==> src/design/msde_pkg.sv <==
package msde_pkg;

    // Instruction space is 1024 words; pc arithmetic wraps in PC_W bits.
    localparam int unsigned PC_W = 10;
    localparam int unsigned PC_WORDS = 1 << PC_W;

    // Opcodes
    localparam logic [5:0] OP_SPECIAL = 6'd0;
    localparam logic [5:0] OP_J       = 6'd2;
    localparam logic [5:0] OP_JAL     = 6'd3;
    localparam logic [5:0] OP_BEQ     = 6'd4;
    localparam logic [5:0] OP_BNE     = 6'd5;
    localparam logic [5:0] OP_ADDI    = 6'd8;
    localparam logic [5:0] OP_SLTI    = 6'd10;
    localparam logic [5:0] OP_ANDI    = 6'd12;
    localparam logic [5:0] OP_ORI     = 6'd13;
    localparam logic [5:0] OP_XORI    = 6'd14;
    localparam logic [5:0] OP_LUI     = 6'd15;
    localparam logic [5:0] OP_LW      = 6'd35;
    localparam logic [5:0] OP_SW      = 6'd43;

    // Function codes under OP_SPECIAL
    localparam logic [5:0] FN_SLL     = 6'd0;
    localparam logic [5:0] FN_SRL     = 6'd2;
    localparam logic [5:0] FN_SRA     = 6'd3;
    localparam logic [5:0] FN_JR      = 6'd8;
    localparam logic [5:0] FN_SYSCALL = 6'd12;
    localparam logic [5:0] FN_ADD     = 6'd32;
    localparam logic [5:0] FN_SUB     = 6'd34;
    localparam logic [5:0] FN_AND     = 6'd36;
    localparam logic [5:0] FN_OR      = 6'd37;
    localparam logic [5:0] FN_XOR     = 6'd38;
    localparam logic [5:0] FN_NOR     = 6'd39;
    localparam logic [5:0] FN_SLT     = 6'd42;

    localparam logic [4:0] LINK_REG = 5'd31;

    // Status codes
    localparam logic [1:0] ST_OK      = 2'd0;
    localparam logic [1:0] ST_ILLEGAL = 2'd1;
    localparam logic [1:0] ST_RANGE   = 2'd2;

    typedef enum logic [3:0] {
        ALU_ADD,
        ALU_SUB,
        ALU_AND,
        ALU_OR,
        ALU_XOR,
        ALU_NOR,
        ALU_SLT,
        ALU_SLL,
        ALU_SRL,
        ALU_SRA,
        ALU_PASS
    } t_alu_op;

    typedef enum logic [2:0] {
        JK_NONE,
        JK_TGT,
        JK_REG,
        JK_BEQ,
        JK_BNE
    } t_jmp;

    typedef struct packed {
        t_alu_op    alu;
        t_jmp       jmp;
        logic [4:0] dest;
        logic [4:0] shamt;
        logic       reg_write;
        logic       mem_read;
        logic       mem_write;
        logic       syscall;
        logic       illegal;
    } t_ctrl;

endpackage

==> src/design/mips_subset_decode_execute_top.sv <==
// Decode/execute unit for an integer subset of MIPS32.
// Input channel: i_valid / o_stall carry an instruction word, its word
// address i_pc and the two source register values; a transfer happens on a
// rising edge with i_valid high and o_stall low.
// Output channel: o_valid / i_stall carry one result per instruction: ALU
// value or memory address, destination register, write and memory flags,
// store data, next pc, syscall request and status.
// An instruction passes through three register stages in order: decode, ALU,
// then next-pc and status resolve. Throughput is one instruction per cycle
// while i_stall is low; each of the three stages holds one instruction.
// When i_stall holds the output, the stages behind it keep filling until
// every stage holds an instruction, then o_stall rises; nothing is dropped
// or repeated.
// Reset (i_rst_n low, synchronous) clears all stage valid bits, so o_valid
// is low and o_stall low after reset.
module mips_subset_decode_execute_top (
    input  logic                      i_clk,
    input  logic                      i_rst_n,
    input  logic                      i_valid,
    output logic                      o_stall,
    input  logic [31:0]               i_instruction,
    input  logic [msde_pkg::PC_W-1:0] i_pc,
    input  logic [31:0]               i_rs_value,
    input  logic [31:0]               i_rt_value,
    output logic                      o_valid,
    input  logic                      i_stall,
    output logic [31:0]               o_result,
    output logic [4:0]                o_dest_reg,
    output logic                      o_reg_write,
    output logic                      o_mem_read,
    output logic                      o_mem_write,
    output logic [31:0]               o_store_data,
    output logic [msde_pkg::PC_W-1:0] o_next_pc,
    output logic                      o_syscall_request,
    output logic [1:0]                o_status
);

    localparam int unsigned PW = msde_pkg::PC_W;

    // Stage enables: a stage loads when it is empty or the one ahead loads.
    logic s1_en, s2_en, s3_en;

    // Stage 1 (decoded)
    logic                r_s1_v;
    msde_pkg::t_ctrl     r_s1_ctrl;
    logic [31:0]         r_s1_a, r_s1_b, r_s1_store;
    logic [PW-1:0]       r_s1_seq_pc, r_s1_br_pc, r_s1_jtgt;
    logic                r_s1_jfar;

    // Stage 2 (executed)
    logic                r_s2_v;
    msde_pkg::t_ctrl     r_s2_ctrl;
    logic [31:0]         r_s2_result, r_s2_store;
    logic                r_s2_eq;
    logic [PW-1:0]       r_s2_seq_pc, r_s2_br_pc, r_s2_jtgt;
    logic                r_s2_jfar;

    // Stage 3 (output)
    logic                r_valid;
    logic [31:0]         r_result, r_store_data;
    logic [4:0]          r_dest_reg;
    logic                r_reg_write, r_mem_read, r_mem_write, r_syscall;
    logic [PW-1:0]       r_next_pc;
    logic [1:0]          r_status;

    assign s3_en   = !r_valid || !i_stall;
    assign s2_en   = !r_s2_v || s3_en;
    assign s1_en   = !r_s1_v || s2_en;
    assign o_stall = !s1_en;

    // ---------------- decode ----------------
    logic [5:0]      d_op, d_fn;
    logic [15:0]     d_imm;
    logic [31:0]     d_simm;
    msde_pkg::t_ctrl n_ctrl;
    logic [31:0]     n_b;
    logic [PW-1:0]   n_jtgt;
    logic            n_jfar;

    assign d_op   = i_instruction[31:26];
    assign d_fn   = i_instruction[5:0];
    assign d_imm  = i_instruction[15:0];
    assign d_simm = {{16{d_imm[15]}}, d_imm};

    always_comb begin
        n_ctrl           = '0;
        n_ctrl.alu       = msde_pkg::ALU_PASS;
        n_ctrl.jmp       = msde_pkg::JK_NONE;
        n_ctrl.shamt     = i_instruction[10:6];
        n_b              = '0;
        if (d_op == msde_pkg::OP_SPECIAL) begin
            n_ctrl.dest      = i_instruction[15:11];
            n_ctrl.reg_write = 1'b1;
            n_b              = i_rt_value;
            case (d_fn)
                msde_pkg::FN_ADD: n_ctrl.alu = msde_pkg::ALU_ADD;
                msde_pkg::FN_SUB: n_ctrl.alu = msde_pkg::ALU_SUB;
                msde_pkg::FN_AND: n_ctrl.alu = msde_pkg::ALU_AND;
                msde_pkg::FN_OR:  n_ctrl.alu = msde_pkg::ALU_OR;
                msde_pkg::FN_XOR: n_ctrl.alu = msde_pkg::ALU_XOR;
                msde_pkg::FN_NOR: n_ctrl.alu = msde_pkg::ALU_NOR;
                msde_pkg::FN_SLT: n_ctrl.alu = msde_pkg::ALU_SLT;
                msde_pkg::FN_SLL: n_ctrl.alu = msde_pkg::ALU_SLL;
                msde_pkg::FN_SRL: n_ctrl.alu = msde_pkg::ALU_SRL;
                msde_pkg::FN_SRA: n_ctrl.alu = msde_pkg::ALU_SRA;
                msde_pkg::FN_SYSCALL: begin
                    n_ctrl.dest      = '0;
                    n_ctrl.reg_write = 1'b0;
                    n_ctrl.syscall   = 1'b1;
                    n_b              = '0;
                end
                msde_pkg::FN_JR: begin
                    n_ctrl.dest      = '0;
                    n_ctrl.reg_write = 1'b0;
                    n_ctrl.jmp       = msde_pkg::JK_REG;
                    n_b              = '0;
                end
                default: begin
                    n_ctrl.dest      = '0;
                    n_ctrl.reg_write = 1'b0;
                    n_ctrl.illegal   = 1'b1;
                    n_b              = '0;
                end
            endcase
        end else begin
            case (d_op)
                msde_pkg::OP_ADDI: begin
                    n_ctrl.alu = msde_pkg::ALU_ADD;
                    n_ctrl.dest = i_instruction[20:16];
                    n_ctrl.reg_write = 1'b1;
                    n_b = d_simm;
                end
                msde_pkg::OP_ANDI: begin
                    n_ctrl.alu = msde_pkg::ALU_AND;
                    n_ctrl.dest = i_instruction[20:16];
                    n_ctrl.reg_write = 1'b1;
                    n_b = d_simm;
                end
                msde_pkg::OP_ORI: begin
                    n_ctrl.alu = msde_pkg::ALU_OR;
                    n_ctrl.dest = i_instruction[20:16];
                    n_ctrl.reg_write = 1'b1;
                    n_b = d_simm;
                end
                msde_pkg::OP_XORI: begin
                    n_ctrl.alu = msde_pkg::ALU_XOR;
                    n_ctrl.dest = i_instruction[20:16];
                    n_ctrl.reg_write = 1'b1;
                    n_b = d_simm;
                end
                msde_pkg::OP_SLTI: begin
                    n_ctrl.alu = msde_pkg::ALU_SLT;
                    n_ctrl.dest = i_instruction[20:16];
                    n_ctrl.reg_write = 1'b1;
                    n_b = d_simm;
                end
                msde_pkg::OP_LUI: begin
                    n_ctrl.dest = i_instruction[20:16];
                    n_ctrl.reg_write = 1'b1;
                    n_b = {d_imm, 16'h0000};
                end
                msde_pkg::OP_LW: begin
                    n_ctrl.alu = msde_pkg::ALU_ADD;
                    n_ctrl.dest = i_instruction[20:16];
                    n_ctrl.reg_write = 1'b1;
                    n_ctrl.mem_read = 1'b1;
                    n_b = d_simm;
                end
                msde_pkg::OP_SW: begin
                    n_ctrl.alu = msde_pkg::ALU_ADD;
                    n_ctrl.mem_write = 1'b1;
                    n_b = d_simm;
                end
                msde_pkg::OP_BEQ: begin
                    n_ctrl.alu = msde_pkg::ALU_SUB;
                    n_ctrl.jmp = msde_pkg::JK_BEQ;
                    n_b = i_rt_value;
                end
                msde_pkg::OP_BNE: begin
                    n_ctrl.alu = msde_pkg::ALU_SUB;
                    n_ctrl.jmp = msde_pkg::JK_BNE;
                    n_b = i_rt_value;
                end
                msde_pkg::OP_J: begin
                    n_ctrl.jmp = msde_pkg::JK_TGT;
                end
                msde_pkg::OP_JAL: begin
                    n_ctrl.jmp = msde_pkg::JK_TGT;
                    n_ctrl.dest = msde_pkg::LINK_REG;
                    n_ctrl.reg_write = 1'b1;
                    n_b = 32'(i_pc) + 32'd2;
                end
                default: n_ctrl.illegal = 1'b1;
            endcase
        end
    end

    // Jump target and its range check: register for jr, field otherwise.
    always_comb begin
        if (n_ctrl.jmp == msde_pkg::JK_REG) begin
            n_jtgt = i_rs_value[PW-1:0];
            n_jfar = |i_rs_value[31:PW];
        end else begin
            n_jtgt = i_instruction[PW-1:0];
            n_jfar = |i_instruction[25:PW];
        end
    end

    always_ff @(posedge i_clk) begin
        if (!i_rst_n) begin
            r_s1_v <= 1'b0;
        end else if (s1_en) begin
            r_s1_v <= i_valid;
        end
        if (s1_en) begin
            r_s1_ctrl   <= n_ctrl;
            r_s1_a      <= i_rs_value;
            r_s1_b      <= n_b;
            r_s1_store  <= i_rt_value;
            r_s1_seq_pc <= i_pc + PW'(1);
            r_s1_br_pc  <= i_pc + PW'(1) + d_simm[PW-1:0];
            r_s1_jtgt   <= n_jtgt;
            r_s1_jfar   <= n_jfar;
        end
    end

    // ---------------- execute ----------------
    logic [31:0] n_result;

    always_comb begin
        case (r_s1_ctrl.alu)
            msde_pkg::ALU_ADD:  n_result = r_s1_a + r_s1_b;
            msde_pkg::ALU_SUB:  n_result = r_s1_a - r_s1_b;
            msde_pkg::ALU_AND:  n_result = r_s1_a & r_s1_b;
            msde_pkg::ALU_OR:   n_result = r_s1_a | r_s1_b;
            msde_pkg::ALU_XOR:  n_result = r_s1_a ^ r_s1_b;
            msde_pkg::ALU_NOR:  n_result = ~(r_s1_a | r_s1_b);
            msde_pkg::ALU_SLT:  n_result = {31'd0, $signed(r_s1_a) < $signed(r_s1_b)};
            msde_pkg::ALU_SLL:  n_result = r_s1_b << r_s1_ctrl.shamt;
            msde_pkg::ALU_SRL:  n_result = r_s1_b >> r_s1_ctrl.shamt;
            msde_pkg::ALU_SRA:  n_result = 32'($signed(r_s1_b) >>> r_s1_ctrl.shamt);
            default:            n_result = r_s1_b;
        endcase
    end

    always_ff @(posedge i_clk) begin
        if (!i_rst_n) begin
            r_s2_v <= 1'b0;
        end else if (s2_en) begin
            r_s2_v <= r_s1_v;
        end
        if (s2_en) begin
            r_s2_ctrl   <= r_s1_ctrl;
            r_s2_result <= n_result;
            r_s2_eq     <= (r_s1_a == r_s1_b);
            r_s2_store  <= r_s1_store;
            r_s2_seq_pc <= r_s1_seq_pc;
            r_s2_br_pc  <= r_s1_br_pc;
            r_s2_jtgt   <= r_s1_jtgt;
            r_s2_jfar   <= r_s1_jfar;
        end
    end

    // ---------------- resolve next pc and status ----------------
    logic [PW-1:0] n_next_pc;
    logic [1:0]    n_status;
    logic          n_reg_write;

    always_comb begin
        n_next_pc   = r_s2_seq_pc;
        n_status    = r_s2_ctrl.illegal ? msde_pkg::ST_ILLEGAL : msde_pkg::ST_OK;
        n_reg_write = r_s2_ctrl.reg_write;
        case (r_s2_ctrl.jmp)
            msde_pkg::JK_TGT, msde_pkg::JK_REG: begin
                // Out-of-range target: fall through and drop the link write.
                if (r_s2_jfar) begin
                    n_status    = msde_pkg::ST_RANGE;
                    n_reg_write = 1'b0;
                end else begin
                    n_next_pc = r_s2_jtgt;
                end
            end
            msde_pkg::JK_BEQ: if (r_s2_eq) n_next_pc = r_s2_br_pc;
            msde_pkg::JK_BNE: if (!r_s2_eq) n_next_pc = r_s2_br_pc;
            default: ;
        endcase
    end

    always_ff @(posedge i_clk) begin
        if (!i_rst_n) begin
            r_valid <= 1'b0;
        end else if (s3_en) begin
            r_valid <= r_s2_v;
        end
        if (s3_en) begin
            r_result     <= r_s2_result;
            r_dest_reg   <= r_s2_ctrl.dest;
            r_reg_write  <= n_reg_write;
            r_mem_read   <= r_s2_ctrl.mem_read;
            r_mem_write  <= r_s2_ctrl.mem_write;
            r_store_data <= r_s2_store;
            r_next_pc    <= n_next_pc;
            r_syscall    <= r_s2_ctrl.syscall;
            r_status     <= n_status;
        end
    end

    assign o_valid           = r_valid;
    assign o_result          = r_result;
    assign o_dest_reg        = r_dest_reg;
    assign o_reg_write       = r_reg_write;
    assign o_mem_read        = r_mem_read;
    assign o_mem_write       = r_mem_write;
    assign o_store_data      = r_store_data;
    assign o_next_pc         = r_next_pc;
    assign o_syscall_request = r_syscall;
    assign o_status          = r_status;

endmodule

==> config.mk <==
export PLATFORM = sky130hd
export DESIGN_NAME = mips_subset_decode_execute_top
export DESIGN_NICKNAME = d
export VERILOG_FILES = /design/src/design/msde_pkg.sv /design/src/design/mips_subset_decode_execute_top.sv
export SDC_FILE = /design/constraint.sdc
export NUM_CORES = 1
export LEC_CHECK = 0
export BUFFER_PORTS_ARGS = -buffer_cell sky130_fd_sc_hd__clkbuf_2
export CAP_MARGIN = 20
export CORE_MARGIN = 2
export CORE_UTILIZATION = 40
export CTS_CLUSTER_SIZE = 20
export DETAILED_ROUTE_END_ITERATION = 12
export GPL_TIMING_DRIVEN = 0
export PLACE_DENSITY = 0.56
export SYNTH_ARGS = -nofsm -noshare
export SYNTH_HDL_FRONTEND = slang
export SYNTH_SLANG_ARGS = --single-unit
==> constraint.sdc <==
create_clock -name i_clk -period 6.1 [get_ports i_clk]
set_clock_uncertainty 0.15 [all_clocks]
set_input_delay 0.305 -clock i_clk [delete_from_list [all_inputs] [get_ports i_clk]]
set_output_delay 0.305 -clock i_clk [all_outputs]
set_load 0.02 [all_outputs]
==> results.cfg, run 1 <==
[run_status]
outcome = finished, final reports clean

[setup_path]
slowest_delay_ns = 0.89
crit_chain = inv_1 > ha_1 > clkbuf_1 > nor4_1 > nand3_1 > nor4b_1 > o21ai_0 > mux2i_1 > nor2_1 > o32a_1
r2r_slack_ns = 1.19
worstSetupStartpointType = flip-flop
crit_arrival_ns = 5.07
worstPathRequired_ns = 6.26
cp_slowest_cell = nor4b_1
path_class = reg2reg
cp_max_fo = 10
endpoint_kind = flip-flop

[routing]
wl_um = 92700
drt_iter0_markers = 2236
ant_nets = 0
vias_per_cell = 6.17
dr.pass1.iters = 7
drc = 0
vias = 19000
detail_route.wl_per_cell_um = 30.1

[yosys]
synth_common_cells = edfxtp_1, nor2_1, nand2_1
synth.yosys.warnings = 0
synth_edf_count = 343
yosys.area.top_type = edfxtp_1
synthesis.area_um2 = 21600
ys.flop_type = edfxtp_1
syn_area_per_cell_um2 = 10.6
syn_inst = 2033
synth.most_common_cell = edfxtp_1
synth_top_area_share_pct = 47.7
synth_area_leaders = edfxtp_1, ha_1, mux4_2
synth.distinct_cells = 88
syn_nets = 2253
ys_seq_area_share_pct = 48.0
ys_seq_elements = 346
async_flop_share_pct = 0

[final_layout]
drive_above_1_share_pct = 15.6
finalNetCount = 2575
syn2layout_area_growth_pct = 18.4
fin_cells = 3078
final_cell_area_um2 = 25600

[grt]
grt_max_degree = 65
grt_pass1_wl_um = 131000
gr-total-overflow = 0
grt_usage_pct = 32.8
antenna_found_initial = 3
grt_pass1_vias = 18283

[placed_design]
placed_area_um2 = 23600
port_buffers = 194
dp.cells = 2931
gp_congestion = 1.00
hpwl_um = 72800

[sta]
max_slew_margin_pct = 16.1
fmax_ghz = 0.204
hold_violations = 0
fin_crit_ns = 4.91
setup_viol = 0
rsz0062_at_grt = no
min_period_over_period_pct = 80.5
slew_violations = 0
tightest_slew_ns = 1.25

[power]
clkPwrFrac_pct = 34.7
seq_power_share_pct = 46.6
power_frac_comb_pct = 18.6
intPower_uw = 4450
sw_frac_of_total_pct = 28.8
ir_drop_mv = 0.226
p_leak_uw = 0.0102
switchingPower_uw = 1800
power_density_nw_per_um2 = 244

[die]
core_um2 = 53600
die_w_um = 236
die_h_um = 236
start_util_pct = 40.3
rows = 85
num_io_pins = 197
die_area_um2 = 55900

[cts]
clk_path_buf_depth = 3
cts_buffers = 38
clk_root_buffer_cell = clkbuf_16
cts-htree-levels = 2
clk_pin_slew_ns = 0.06
clkLatencyLatePin_ns = 0.59
cts_num_sinks = 346
tritoncts = built

[min_path]
hp-class = in2reg

[job]
cap_viol_max_count = 0
## critical path: cells and delay by family, from the launching register on
kind | cells | cell delay, ns
adder cells (fa/ha/maj) | 1 | 0.38
multiplexers | 1 | 0.22
AND/OR/NAND/NOR | 4 | 2.03
buffers and inverters | 2 | 0.56
flip-flops | 1 | 0.60
AO/OA/AOI/OAI | 2 | 0.70
## placed cells by master, fill, tap and decap left out, types with 18 or more instances in the layout
master / netlist / layout
mux4_2: 41 / 41
inv_1: 128 / 127
nor3_1: 34 / 33
o21ai_0: 117 / 117
nor2_1: 188 / 188
nand2_1: 178 / 176
o211ai_1: 22 / 22
clkbuf_1: 86 / 93
a221oi_1: 28 / 28
edfxtp_1: 343 / 343
ha_1: 107 / 107
a21oi_1: 141 / 141
a211oi_1: 27 / 27
a221o_1: 22 / 22
clkbuf_16: 0 / 38
xnor2_1: 36 / 36
mux2i_1: 69 / 69
a21o_1: 26 / 26
clkbuf_2: 0 / 194
nand3_1: 43 / 43
a222oi_1: 19 / 19
nand2b_1: 18 / 18
dlygate4sd3_1: 0 / 80
nor4_1: 21 / 21
buf_2: 23 / 25
## cells by family (layout without fill, tap and decap cells)
logic type / after synthesis / after routing / share of synthesized area (%)
AO/OA/AOI/OAI: 576 / 576 / 18.6
XOR/XNOR: 47 / 47 / 1.91
adder cells (fa/ha/maj): 110 / 110 / 6.48
buffers and inverters: 266 / 613 / 5.00
flip-flops: 346 / 346 / 48.0
multiplexers: 122 / 122 / 8.10
other: 0 / 2 / 0
AND/OR/NAND/NOR: 566 / 566 / 12.0
## worst paths after layout
| check | startpoint | endpoint | depth (start not counted) |
|---|---|---|---|
| worst min register to register | r_s1_store[10] | r_s2_store[10] | 0 |
| worst min-delay path | i_instruction[11] | r_s1_b[27] | 2 |
| worst max register to register | r_s1_b[23] | r_s2_result[31] | 10 |
| worst max-delay path | r_s1_b[23] | r_s2_result[31] | 10 |
## stage by stage
step                      util [%]  power [uW]  TNS [ns]  worst slack, ns  hold slack, ns
final                         47.7        6250         0             1.19          0.0359
after global routing          47.7        6480         0             1.19          0.0239
after CTS                     47.7        6290         0             1.41          0.0104
after detailed placement      44.1        4060         0             1.47           0.255
after global placement        43.7        4050     -1.78          -0.0983           0.251
after floorplan                  -        3590         0            0.920           0.250
## metal layers
| metal | global-route usage, % | wire length, um | up-vias |
|---|---|---|---|
| met5 | 0 | 0 | - |
| met4 | 12.7 | 3880 | 0 |
| met3 | 6.99 | 7490 | 184 |
| met2 | 50.4 | 41400 | 965 |
| met1 | 45.3 | 39900 | 9490 |
| li1 | - | - | 8361 |
## area by class of cell
cell class	instances	area (um^2)
Clock inverter	20	185
Clock buffer	45	977
Timing Repair Buffer	282	1910
Inverter	132	500
Buffer	134	584
Fill cell	5090	28000
Tap cell	696	871
Antenna cell	2	5.00
Sequential cell	346	10400
Multi-Input combinational cell	1421	10200
## power by group through the flow
stage	combinational (uW)	clock [uW]	sequential, uW
6_report	1160	2170	2920
2_1_floorplan	595	0	2990
3_5_place_dp	1090	0	2960
5_1_grt	1230	2320	2930
3_3_place_gp	1090	0	2960
4_1_cts	1140	2230	2920
## what timing repair did
item | in CTS | in global routing
hold buffers | 80 | 0
gates resized for setup | 0 | 0
endpoints found under the hold margin | 118 | 0
buffers inserted | 0 | 0
(Power assumes the default switching activity.)
==> run 2: changes to the inputs <==
ABC_AREA = 1   (was not set)
PLACE_DENSITY = 0.58   (was 0.56)
clock period = 4.19 ns   (was 6.1 ns; I/O delays follow)
==> run 2 against run 1 <==
Against the previous run: final cell count up 36%; setup slack lost 0.87 ns; global-route usage grew 2.8 points; flip-flop and latch count did not move; clock-buffer cell count grew 3; critical path type unchanged.
==> results.cfg, run 2 <==
[run_status]
outcome = finished, final reports clean

[cts]
cts_buffers = 39
ctsResizeCount = 0
clkLatencyLatePin_ns = 0.56
clk_path_buf_depth = 3
cts_num_sinks = 346
cts-htree-levels = 2
clk_pin_slew_ns = 0.06
tritoncts = built
clk_root_buffer_cell = clkbuf_16

[routing]
wl_um = 109000
drt_iter0_markers = 2892
dr.pass1.iters = 6
detail_route.wl_per_cell_um = 25.9
drc = 0
vias_per_cell = 5.72
ant_nets = 0
vias = 23923

[power]
sw_frac_of_total_pct = 30.5
switchingPower_uw = 2930
power_uw = 9590
clkPwrFrac_pct = 35.6
ir_drop_mv = 0.314
intPower_uw = 6660
power_frac_comb_pct = 19.8
p_leak_uw = 0.0132
seq_power_share_pct = 44.6
power_density_nw_per_um2 = 346

[setup_path]
cp_slowest_cell = edfxtp_1
r2r_slack_ns = 0.32
path_buf_inv = 1
slowest_delay_ns = 0.75
timing.rr.start = r_s1_b[16]
cp_max_fo = 6
path_common_cell = nand2_1
crit_arrival_ns = 4.00
endpoint_kind = flip-flop
crit_chain = inv_1 > ha_1 > nand2_1 > nor2_1 > nand2_1 > nor2_1 > nand2_1 > nand3_1 > nand2_1 > nand3_1 > nand2_1 > nor2_1 > nand2_1
worstSetupStartpointType = flip-flop
rr_worst_depth = 13
r2r_end = r_s2_result[22]
path_class = reg2reg
worstPathRequired_ns = 4.32
critical-path-top-delay-family = simple AND/OR/NAND/NOR gates

[sta]
fin_crit_ns = 3.87
slew_violations = 0
tns_ns = 0
min_period_over_period_pct = 92.4
fmax_ghz = 0.258
rsz0062_at_grt = no
setup_viol = 0
holdWs_ns = 0.0361
setup_ws_ns = 0.320
max_slew_margin_pct = 28.6
tightest_slew_ns = 1.07
hold_violations = 0

[final_layout]
syn2layout_area_growth_pct = 18.5
final_cell_mix = nand2_1, nand3_1, inv_1, edfxtp_1, nor2_1
drive_above_1_share_pct = 11.7
finalNetCount = 3609
n_fill_cell = 5715
final_cell_area_um2 = 27700
final_common_cell = nand2_1
multiInputGateArea_um2 = 11000
ff_latch_area_um2 = 10400
diodes = 0

[grt]
grt_usage_pct = 35.6
grt_max_degree = 88
grt_pass1_vias = 22382
gr-total-overflow = 0
antenna_found_initial = 1
grt_pass1_wl_um = 154000

[yosys]
ys_seq_elements = 346
synth_area_leaders = edfxtp_1, nand2_1, nand3_1
syn_inst = 3048
ys_seq_area_share_pct = 44.3
yosys.area.top_type = edfxtp_1
syn_nets = 3268
synth_common_cells = nand2_1, nand3_1, inv_1
ys.flop_type = edfxtp_1
syn_area_per_cell_um2 = 7.67
synth.most_common_cell = nand2_1
synth.yosys.warnings = 0
synth.distinct_cells = 51
synth_edf_count = 343
async_flop_share_pct = 0
synth_top_area_share_pct = 44.0
synthesis.area_um2 = 23400

[die]
num_io_pins = 197
die_h_um = 246
die_w_um = 246
die_area_um2 = 60400
start_util_pct = 40.5
core_um2 = 57700
rows = 88

[min_path]
holdPathEnd = r_s1_ctrl[19]
hold-path-cell-count = 4
hold_start = i_instruction[31]
hp-class = in2reg

[job]
cap_viol_max_count = 0

[placed_design]
gp_congestion = 1.07
place_ws_ns = 0.319
port_buffers = 196
hpwl_um = 86300
placed_area_um2 = 25500
run 2: layer usage:
layer  share of wire [%]  wire, um  up-vias  track usage, %
li1                    -         -    10858               -
met1                  42     45500    11520            48.7
met2                  44     47600     1281            55.0
met3                 9.3     10100      262            6.61
met4                 4.9      5330        2            15.3
met5               0.017        18        -               0
run 2: worst max-delay path by stage:
stage                           from              end  slack [ns]  cells after the start
final                     r_s1_b[16]  r_s2_result[22]        0.32                     13
after CTS                    o_valid       r_s1_a[22]        0.30                      7
after global routing         o_valid       r_s1_a[24]        0.02                      7
after floorplan              o_valid        r_s1_a[0]       -2.00                      5
after detailed placement     o_valid       r_s1_a[16]        0.32                      7
after global placement       i_stall       r_s1_a[14]       -4.06                      6
run 2: worst register-to-register path, stage by stage (launching register included):
cell and delay (ns):
edfxtp_1 0.75, inv_1 0.40, ha_1 0.54, nand2_1 0.17
nor2_1 0.26, nand2_1 0.20, nor2_1 0.13, nand2_1 0.10
nand3_1 0.10, nand2_1 0.05, nand3_1 0.07, nand2_1 0.20
nor2_1 0.32, nand2_1 0.16
run 2: logic make-up after synthesis:
logic type,after synthesis,synth area share (%)
AO/OA/AOI/OAI,259,6.39
AND/OR/NAND/NOR,1814,33.9
XOR/XNOR,20,0.749
buffers and inverters,499,8.66
flip-flops,346,44.3
adder cells (fa/ha/maj),110,5.98
run 2: area by class of cell:
class	count	area share [%]
inverter	397	5.42
multi-input combinational	2203	39.8
tap	765	3.45
clock buffer	48	3.72
timing repair buffer	300	7.51
buffer	102	1.91
sequential	346	37.4
clock inverter	22	0.803
run 2: power groups by stage:
stage          combinational, uW  clock [uW]  sequential, uW
6_report                    1900        3420            4280
5_1_grt                     2040        3600            4300
4_1_cts                     1840        3470            4270
3_5_place_dp                1760           0            4340
3_3_place_gp                1760           0            4330
2_1_floorplan                964           0            4370
run 2: metrics by stage:
step,cells,utilization [%]
2_1_floorplan,3048,-
3_3_place_gp,4009,44.0
3_5_place_dp,4017,44.2
4_1_cts,4183,48.0
5_1_grt,4183,48.0
6_report,4183,48.0
run 2: what timing repair did:
| action | CTS | global route |
|---|---|---|
| buffers inserted | 0 | 0 |
| endpoints found under the hold margin | 131 | 0 |
| hold buffers | 96 | 0 |
